<file path="src/design/rss_pkg.sv">
// shared types, constants and helpers of the relay step sequencer
// no dependencies; compiled before every other file of the block
`default_nettype none

package rss_pkg;

  localparam int RELAYS  = 8;
  localparam int STEPS   = 8;
  localparam int LVL_W   = 8;
  localparam int RELAY_W = (RELAYS > 1) ? $clog2(RELAYS) : 1;
  localparam int STEP_W  = (STEPS > 1) ? $clog2(STEPS) : 1;
  localparam int SIU_W   = $clog2(STEPS + 1);
  localparam int CNT_W   = $clog2(RELAYS + 1);
  localparam int ADDR_W  = (RELAYS * STEPS > 1) ? $clog2(RELAYS * STEPS) : 1;

  typedef logic [RELAY_W-1:0] relay_idx_t;
  typedef logic [STEP_W-1:0]  step_idx_t;
  typedef logic [SIU_W-1:0]   siu_t;
  typedef logic [CNT_W-1:0]   cnt_t;
  typedef logic [ADDR_W-1:0]  addr_t;

  typedef enum logic [1:0] {
    FN_TICK  = 2'd0,
    FN_WRITE = 2'd1,
    FN_ARM   = 2'd2
  } func_e;

  typedef enum logic [3:0] {
    ST_IDLE  = 4'b0001,
    ST_ARM   = 4'b0010,
    ST_TICK  = 4'b0100,
    ST_DRAIN = 4'b1000
  } state_e;

  typedef struct packed {
    logic [1:0]  func;
    logic [2:0]  relay_index;
    logic [2:0]  step_index;
    logic        step_level;
    logic [31:0] period_ticks;
    logic [31:0] delay_ticks;
    logic [31:0] cycles;
    logic [3:0]  step_count;
  } in_req_t;

  typedef struct packed {
    logic [LVL_W-1:0] relay_levels;
    logic [LVL_W-1:0] driven_mask;
  } out_req_t;

  // one slot of a step table
  typedef struct packed {
    logic        level;
    logic [31:0] period;
  } step_t;

  // live state of one relay
  typedef struct packed {
    siu_t        siu;
    logic [31:0] delay;
    logic [31:0] cycles;
    step_idx_t   cur_step;
    logic [31:0] period;
    logic        level;
  } relay_state_t;

  function automatic addr_t step_addr(relay_idx_t r, step_idx_t s);
    return ADDR_W'(r) * ADDR_W'(STEPS) + ADDR_W'(s);
  endfunction

  // low relays as seen on the result port
  function automatic logic [LVL_W-1:0] to_vis(logic [RELAYS-1:0] v);
    logic [LVL_W-1:0] o;
    o = '0;
    for (int i = 0; i < LVL_W && i < RELAYS; i++) begin
      o[i] = v[i];
    end
    return o;
  endfunction

endpackage

`default_nettype wire

</file>
<file path="src/design/rss_tick_alu.sv">
// per-relay tick update: one shared 32-bit decrementer and zero checks
// depends on rss_pkg for relay state and step entry types
`default_nettype none

module rss_tick_alu (
  input  rss_pkg::relay_state_t st_i,
  input  rss_pkg::step_t        step_i,
  input  logic                  next_ok_i,
  output rss_pkg::relay_state_t st_o,
  output logic                  drive_o,
  output logic                  level_o
);
  import rss_pkg::*;

  logic [31:0] dec_in;
  logic [31:0] dec_out;
  logic        delay_nz;
  logic        period_nz;

  assign delay_nz  = (st_i.delay != '0);
  assign period_nz = (st_i.period != '0);

  // delay, period and cycle count never count down on the same tick
  always_comb begin
    if (delay_nz) begin
      dec_in = st_i.delay;
    end else if (period_nz) begin
      dec_in = st_i.period;
    end else begin
      dec_in = st_i.cycles;
    end
  end

  assign dec_out = dec_in - 32'd1;
  assign level_o = st_i.level;

  always_comb begin
    st_o    = st_i;
    drive_o = 1'b0;
    if (st_i.cycles != '0) begin
      if (delay_nz) begin
        st_o.delay = dec_out;
      end else if (period_nz) begin
        st_o.period = dec_out;
      end else begin
        drive_o = 1'b1;
        if (next_ok_i) begin
          st_o.cur_step = st_i.cur_step + 1'b1;
          st_o.period   = step_i.period;
          st_o.level    = step_i.level;
        end else begin
          // wrap to the first step; an empty table leaves the step as is
          if (st_i.siu != '0) begin
            st_o.cur_step = '0;
            st_o.period   = step_i.period;
            st_o.level    = step_i.level;
          end
          if (st_i.cycles != '1) begin
            st_o.cycles = dec_out;
          end
        end
      end
    end
  end

endmodule

`default_nettype wire

</file>
<file path="config.mk">
export PLATFORM = sky130hd
export DESIGN_NAME = rss_tick_alu
export DESIGN_NICKNAME = d
export VERILOG_FILES = /design/src/design/rss_pkg.sv /design/src/design/rss_tick_alu.sv
export SDC_FILE = /design/constraint.sdc
export NUM_CORES = 1
export LEC_CHECK = 0
export ABC_AREA = 1
export CORE_UTILIZATION = 24
export DETAILED_ROUTE_END_ITERATION = 10
export DONT_BUFFER_PORTS = 1
export GPL_TIMING_DRIVEN = 1
export PLACE_DENSITY = 0.4
export SLEW_MARGIN = 20
export SYNTH_ARGS = -nofsm -noshare
export SYNTH_HDL_FRONTEND = slang
export SYNTH_SLANG_ARGS = --single-unit
</file>
<file path="constraint.sdc">
create_clock -name vclk -period 2.6
set_clock_uncertainty 0.05 [all_clocks]
set_input_delay 0.39 -clock vclk [all_inputs]
set_output_delay 0.39 -clock vclk [all_outputs]
set_load 0.03 [all_outputs]
</file>
==> impl_metrics.ini, run 1 <==
[power_and_ir_drop]
p_int_mw = 0.416
seq_power_share = 0
p_clk_frac = 0
power_leakage_nw = 4.18
p_switching_mw = 0.603
power_mw = 1.02
swShare = 0.591
peakVddDrop_mv = 0.0719
power.density_nw_per_um2 = 112
power_frac_comb = 1.000

[detailed_routing]
wl_per_cell_um = 19.9
dr.pass1.iters = 8
routed_wl_um = 27000
dr.first_iter.drc_count = 446
antenna_left = 0
vias = 6947
viasPerCell = 5.13
drc = 0

[timing]
final-hold-violation-count = 0
clock.fmax_mhz = 326
min_period_ps = 3070
setup_slack_ps = -471
final-max-slew-violation-count = 0
tightest_slew_ps = 472
finalCritPeriodShare = 1.18
relSlewSlack = 0.685
grt_setup_unrepaired = true
hold_slack_ps = 730
setup_viol = 90

[final_layout]
fillers = 1794
nets = 1267
synthToLayoutAreaGrowth_pct = 107
final_util = 0.507
regArea_um2 = 0
n_sequential_cell = 0
clock_buffers = 0
n_antenna_cell = 0
final_area_um2 = 9100
drive_gt1_frac = 0.606

[synth]
synth_cell_types = 45
yosysWarnings = 0
synthTopCellsByCount = 358 x nand2_1, 105 x inv_1, 105 x nor2_1, 77 x nand3_1, 47 x o21ai_0
syn-num-nets = 1072
yosys.area.top_type = nand2_1
syn_inst = 932
yosysSeqAreaShare = 0
syn_avg_cell_area_um2 = 4.71
synth_area_um2 = 4390
yosysMostFrequentCell = nand2_1
netlist_top_cells_area = nand2_1 31%, inv_1 9.0%, nor2_1 9.0%, nand3_1 8.8%, o21ai_0 5.4%
synth_top_area_share = 0.306

[worst_setup_path]
critical_path_required_ps = 2160
worstPathCellList = nor2_4, nand2_2, nor2_4, nand2_4, nor2_8, buf_12, buf_6, nor2_4, a31oi_4, buf_4, buf_6, nor2_4, buf_4, buf_6, buf_6, xor2_4, nor2_1, o22ai_1, buf_4
critPathSlowestCell = xor2_4
crit_arrival_ps = 2630
crit_start = st_i[92]
critPathCaptureType = primary output
crit_buf_inv = 8
path_delay_family = buffers and inverters
critPathMaxStageDelay_ps = 240
startpoint_type = input pin
crit_type = in2out
path_max_fanout = 6

[floorplan]
dieArea_um2 = 18800
io_pins = 244
die_w_um = 137
core_area_um2 = 18000
fp-row-count = 49
die_height_um = 137
start_util = 0.244

[global_routing]
antenna_found_initial = 0
grt_pass1_vias = 6410
grt_max_degree = 48
track_usage = 0.269
grt_pass1_wl_um = 37900
gr-total-overflow = 0

[clocking]
ctsHoldBuffers = 0

[run]
drv_cap = 0

[placed_design]
dpl-instance-area_um2 = 6660
gp_congestion = 0.913
io_buffers = 0
dp_slack_ps = -619
place_hpwl_um = 21600

[worst_hold_path]
hold_path_class = in2out
hp-start = st_i[102]

[status]
status = finished with violations
violations = negative setup slack
[logic make-up (layout without fill, tap and decap cells)]
| group | Yosys count | after routing | synth area share |
|---|---|---|---|
| compound gates | 123 | 123 | 0.165 |
| xor+xnor | 6 | 6 | 0.0120 |
| fa+ha+maj | 2 | 2 | 0.00570 |
| buf+inv | 155 | 348 | 0.154 |
| mux | 1 | 1 | 0.00257 |
| simple gates | 645 | 645 | 0.661 |
[stage by stage]
stage	std cells	TNS [ps]
2_1_floorplan	932	-3990
3_3_place_gp	1294	-45860
3_5_place_dp	1294	-46370
4_1_cts	1317	-24270
5_1_grt	1354	-38300
6_report	1354	-29250
[power by group through the flow]
stage	clock (mW)	combinational (mW)	sequential, mW
CTS	0	0.907	0
global route	0	1.08	0
floorplan	0	0.525	0
finish	0	1.02	0
global placement	0	0.807	0
detailed placement	0	0.806	0
[layout by cell type, fill, tap and decap left out, types with 5 or more instances in the layout]
| cell | netlist | routed |
|---|---|---|
| a211oi_1 | 12 | 11 |
| a21oi_1 | 7 | 6 |
| a31oi_1 | 15 | 10 |
| and2_4 | 2 | 6 |
| buf_12 | 1 | 31 |
| buf_4 | 9 | 145 |
| buf_6 | 3 | 58 |
| buf_8 | 1 | 6 |
| inv_1 | 105 | 75 |
| inv_2 | 1 | 22 |
| inv_4 | 0 | 8 |
| nand2_1 | 358 | 200 |
| nand2_2 | 17 | 118 |
| nand2_4 | 4 | 61 |
| nand3_1 | 77 | 15 |
| nand3_2 | 5 | 48 |
| nand3_4 | 1 | 20 |
| nand4_1 | 19 | 19 |
| nor2_1 | 105 | 49 |
| nor2_2 | 11 | 15 |
| nor2_4 | 9 | 61 |
| nor3_1 | 12 | 10 |
| o21ai_0 | 47 | 20 |
| o21ai_1 | 21 | 7 |
| o21ai_2 | 4 | 20 |
| o21ai_4 | 0 | 25 |
| o22ai_4 | 0 | 5 |
[per-layer routing]
layer / GRT usage / part of all wire
met3: 0.0338 / 0.073
met4: 0.0495 / 0.020
met2: 0.430 / 0.47
met1: 0.386 / 0.43
met5: 0 / 0
[final timing paths]
| kind | to | cells past startpoint | slack, ps |
|---|---|---|---|
| setup / recovery | st_o[4] | 19 | -470 |
| hold / removal | st_o[102] | 0 | 730 |
[final cells by class]
cell class / count / area [um^2] / share of cell area
multi-input cells: 777 / 5890 / 0.647
well taps: 229 / 287 / 0.0315
inverters: 106 / 423 / 0.0465
repair buffers: 242 / 2500 / 0.275
[what timing repair did]
action	CTS	global route
hold endpoints to repair	0	0
gates resized for setup	258	249
cloned	1	2
setup buffers	25	37
endpoints found under the setup margin	99	100
pin swaps	80	75
(Power assumes the default switching activity.)
==> inputs of run 2 (changes only) <==
--- a/config.mk
+++ b/config.mk
@@ -8,7 +8,7 @@
 export ABC_AREA = 1
+export BUFFER_PORTS_ARGS = -buffer_cell sky130_fd_sc_hd__buf_2
 export CORE_UTILIZATION = 24
 export DETAILED_ROUTE_END_ITERATION = 10
-export DONT_BUFFER_PORTS = 1
 export GPL_TIMING_DRIVEN = 1
-export PLACE_DENSITY = 0.4
+export PLACE_DENSITY = 0.52
 export SLEW_MARGIN = 20
==> constraint.sdc (replaced) <==
create_clock -name vclk -period 2.6
set_clock_uncertainty 0.05 [all_clocks]
set_input_delay 0.26 -clock vclk [all_inputs]
set_output_delay 0.26 -clock vclk [all_outputs]
set_load 0.03 [all_outputs]
==> run 2 against run 1 <==
The run still ends with negative setup slack left. Sequential cell count stayed put. Global-route usage is 0.59 points higher. Combinational power is 23% higher. Maximum frequency is 4.3% higher. Via count is 12% higher. Wire length is 1.8% higher. Setup slack better by 130 ps. Critical path type unchanged. Largest power group unchanged. Highest routed layer unchanged.
==> impl_metrics.ini, run 2 (synthesis gave the netlist of run 1 again) <==
[final_layout]
mostFrequentLayoutCell = nand2_1
final_area_um2 = 9690
final_util = 0.540
synthToLayoutAreaGrowth_pct = 121
clock_buffers = 0
layout_common_cells = 242 x nand2_1, 214 x buf_4, 130 x buf_2
drive_gt1_frac = 0.607
regArea_um2 = 0
fin_cells = 1582
multi_input_area_um2 = 5220
nets = 1494
n_sequential_cell = 0
fillers = 1812

[run]
drv_cap = 0

[power_and_ir_drop]
power_leakage_nw = 4.92
peakVddDrop_mv = 0.103
power.density_nw_per_um2 = 129
power_mw = 1.25

[clocking]
ctsHoldBuffers = 0

[worst_setup_path]
critPathMaxStageDelay_ps = 240
startpoint_type = input pin
path_max_fanout = 7
critPathCaptureType = primary output
worstPathCellList = buf_6, nor2_2, nand3_2, nor2_4, nand2_4, nor2_8, buf_4, nand3_2, nand2_4, nand2_4, nor2_4, nand2_4, nor2_4, buf_12, nand2_2, nand2_4, buf_4, nand3_1, nand2_1, inv_1, buf_6
critPathSlowestCell = nor2_8
crit_type = in2out
cpMostUsedCell = nand2_4
crit_arrival_ps = 2640
critical_path_required_ps = 2290

[placed_design]
io_buffers = 244
dpl-instance-area_um2 = 7180
gp_congestion = 0.947
place_hpwl_um = 22100
dp_cells = 1535

[detailed_routing]
viasPerCell = 4.92
antenna_left = 0
dr.first_iter.drc_count = 436
vias = 7791
dr.pass1.iters = 5
wl_per_cell_um = 17.4
routed_wl_um = 27500
drc = 0

[timing]
hold_slack_ps = 738
tightest_slew_ps = 469
grt_setup_unrepaired = true
final-hold-violation-count = 0
finalCritPeriodShare = 1.13
setup_viol = 90
min_period_ps = 2950
setup_slack_ps = -345
relSlewSlack = 0.685
final-max-slew-violation-count = 0
clock.fmax_mhz = 340

[global_routing]
antenna_found_initial = 1
grt_pass1_wl_um = 38900
grt_max_degree = 49
track_usage = 0.275
gr-total-overflow = 0
grt_pass1_vias = 7247

[floorplan]
die_height_um = 137
fp-row-count = 49
die_w_um = 137
core_area_um2 = 18000
io_pins = 244
start_util = 0.244
dieArea_um2 = 18800

[status]
status = finished with violations
violations = negative setup slack

[worst_hold_path]
hold_path_class = in2out
run 2: stage by stage:
step	setup WS [ps]	TNS, ps
6_report	-345	-21750
4_1_cts	-333	-19790
3_5_place_dp	-636	-40750
2_1_floorplan	-155	-710
3_3_place_gp	-654	-42020
5_1_grt	-479	-31920
run 2: power by group:
part	switching (mW)	internal, mW
sequential	0	0
combinational	0.701	0.545
clock	0	0.0000000514
run 2: routing by layer:
| layer | routed length [um] | GRT usage | up-vias |
|---|---|---|---|
| met5 | 0 | 0 | - |
| li1 | - | - | 3825 |
| met1 | 11300 | 0.344 | 3566 |
| met4 | 1420 | 0.134 | 0 |
| met3 | 1490 | 0.0140 | 67 |
| met2 | 13200 | 0.480 | 333 |
run 2: critical path, delay by kind of cell:
kind | cells | cell delay [ps]
simple gates | 15 | 1670
buf+inv | 6 | 690
run 2: area by class of cell:
cell class / instances / area share
diodes: 1 / 0.000258
inverters: 106 / 0.0418
multi-input cells: 778 / 0.539
well taps: 229 / 0.0296
repair buffers: 468 / 0.390
run 2: worst paths after layout:
check	start	end	cells past startpoint
setup / recovery	st_i[76]	st_o[91]	21
hold / removal	st_i[0]	level_o	2
run 2: repair_timing:
action                                 CTS  global route
cloned                                   2             1
endpoints found under the hold margin    0             0
pin swaps                               47           120
setup buffers                           27            19
setup endpoints to repair               97            99
resized for setup                      301           293
==> inputs of run 3 (changes only) <==
- CORE_UTILIZATION: 24 -> 30
- PLACE_DENSITY: 0.52 -> 0.62
==> run 3 against run 2 <==
The run still ends with negative setup slack left. Wire length increased by 11%. Sequential cell count unchanged. Non-clock buffer count increased by 3. Power increased by 7.7%. Die area decreased by 20%. Combinational power increased by 7%. Utilization increased by 20 points. Highest routed layer unchanged.
==> impl_metrics.ini, run 3 (synthesis gave the netlist of run 1 again) <==
[final_layout]
clock_buffers = 0
nets = 1497
layout_common_cells = 213 x nand2_1, 196 x buf_4, 131 x buf_6
n_sequential_cell = 0
drive_gt1_frac = 0.651
synthToLayoutAreaGrowth_pct = 137
mostFrequentLayoutCell = nand2_1
final_util = 0.737
regArea_um2 = 0
fillers = 1097

[placed_design]
gp_congestion = 1.01
io_buffers = 244
place_hpwl_um = 20600

[worst_setup_path]
crit_type = in2out
path_max_fanout = 6
critical_path_required_ps = 2290
crit_buf_inv = 5
startpoint_type = input pin
path_delay_family = simple AND/OR/NAND/NOR gates
critPathCaptureType = primary output
crit_arrival_ps = 2670
worstPathCellList = buf_8, nor2_4, nand2_2, nor2_4, nand2_8, nor2_8, buf_6, nand3_4, nand2_4, nand2_4, nor2_4, buf_6, nand3b_1, nor2_1, nand2_1, a31oi_1, buf_4, buf_6
critPathMaxStageDelay_ps = 220
critPathSlowestCell = nor2_8

[detailed_routing]
wl_per_cell_um = 19.8
viasPerCell = 5.46
drc = 0
dr.first_iter.drc_count = 592
routed_wl_um = 30400
antenna_left = 0
dr.pass1.iters = 6
vias = 8383

[timing]
tightest_slew_ps = 373
setup_viol = 93
min_period_ps = 2980
setup_slack_ps = -379
finalCritPeriodShare = 1.15
clock.fmax_mhz = 336
final-max-slew-violation-count = 0
relSlewSlack = 0.751
final-hold-violation-count = 0
fin_tns_setup_ps = -24680
grt_setup_unrepaired = true

[floorplan]
die_w_um = 123
core_area_um2 = 14100
fp-row-count = 43
dieArea_um2 = 15100
io_pins = 244
die_height_um = 123
start_util = 0.311

[global_routing]
grt_pass1_wl_um = 39900
antenna_found_initial = 0
grt_pass1_vias = 7552
grt_max_degree = 49
gr-total-overflow = 0
track_usage = 0.348

[run]
drv_cap = 0

[power_and_ir_drop]
power.density_nw_per_um2 = 129
power_leakage_nw = 5.24
peakVddDrop_mv = 0.112

[status]
status = finished with violations
violations = negative setup slack

[worst_hold_path]
hold_path_class = in2out
-- run 3: cell types whose count changed in the layout (fill, tap and decap cells not counted), sizes merged --
cell | previous run | this run
clkinvlp | 0 | 1
buf | 467 | 469
clkinv | 1 | 0
clkbuf | 1 | 2
-- run 3: per-layer routing --
metal  up-vias  GRT usage  part of all wire
met5         -          0                 0
met4         0      0.222             0.089
met3       180     0.0258             0.084
met2       554      0.598              0.48
met1      3819      0.418              0.35
li1       3830          -                 -
-- run 3: path summary, 6_finish.rpt --
path | from | cells past startpoint | slack [ps] | endpoint
setup / recovery | st_i[90] | 18 | -380 | st_o[53]
hold / removal | st_i[103] | 2 | 740 | st_o[103]
-- run 3: area by class of cell --
| type | count | area, um^2 | share of cell area |
|---|---|---|---|
| antenna | 1 | 2.50 | 0.000241 |
| inverter | 106 | 404 | 0.0389 |
| tap | 180 | 225 | 0.0217 |
| multi-input combinational | 778 | 5720 | 0.551 |
| timing repair buffer | 471 | 4030 | 0.388 |
-- run 3: where the power goes --
group	switching (mW)	leakage (nW)	internal, mW
clock network	0	0.00000634	0.0000000514
registers	0	0	0
logic	0.762	5.24	0.581
-- run 3: timing repair --
item | 4_1_cts | 5_1_grt
gates resized for setup | 452 | 296
setup endpoints to repair | 96 | 100
setup buffers | 36 | 27
gates cloned | 5 | 2
pin swaps | 123 | 144
hold buffers | 0 | 0
-- run 3: per-stage QoR --
step	instance area (um^2)	total power, mW	hold WS [ps]	cells	worst slack [ps]
3_3_place_gp	7050	0.942	735	1473	-575
5_1_grt	10400	1.40	739	1535	-488
3_5_place_dp	7050	0.940	735	1473	-582
2_1_floorplan	4500	0.472	602	932	-155
6_report	10400	1.34	736	1536	-379
4_1_cts	9110	1.16	737	1510	-268
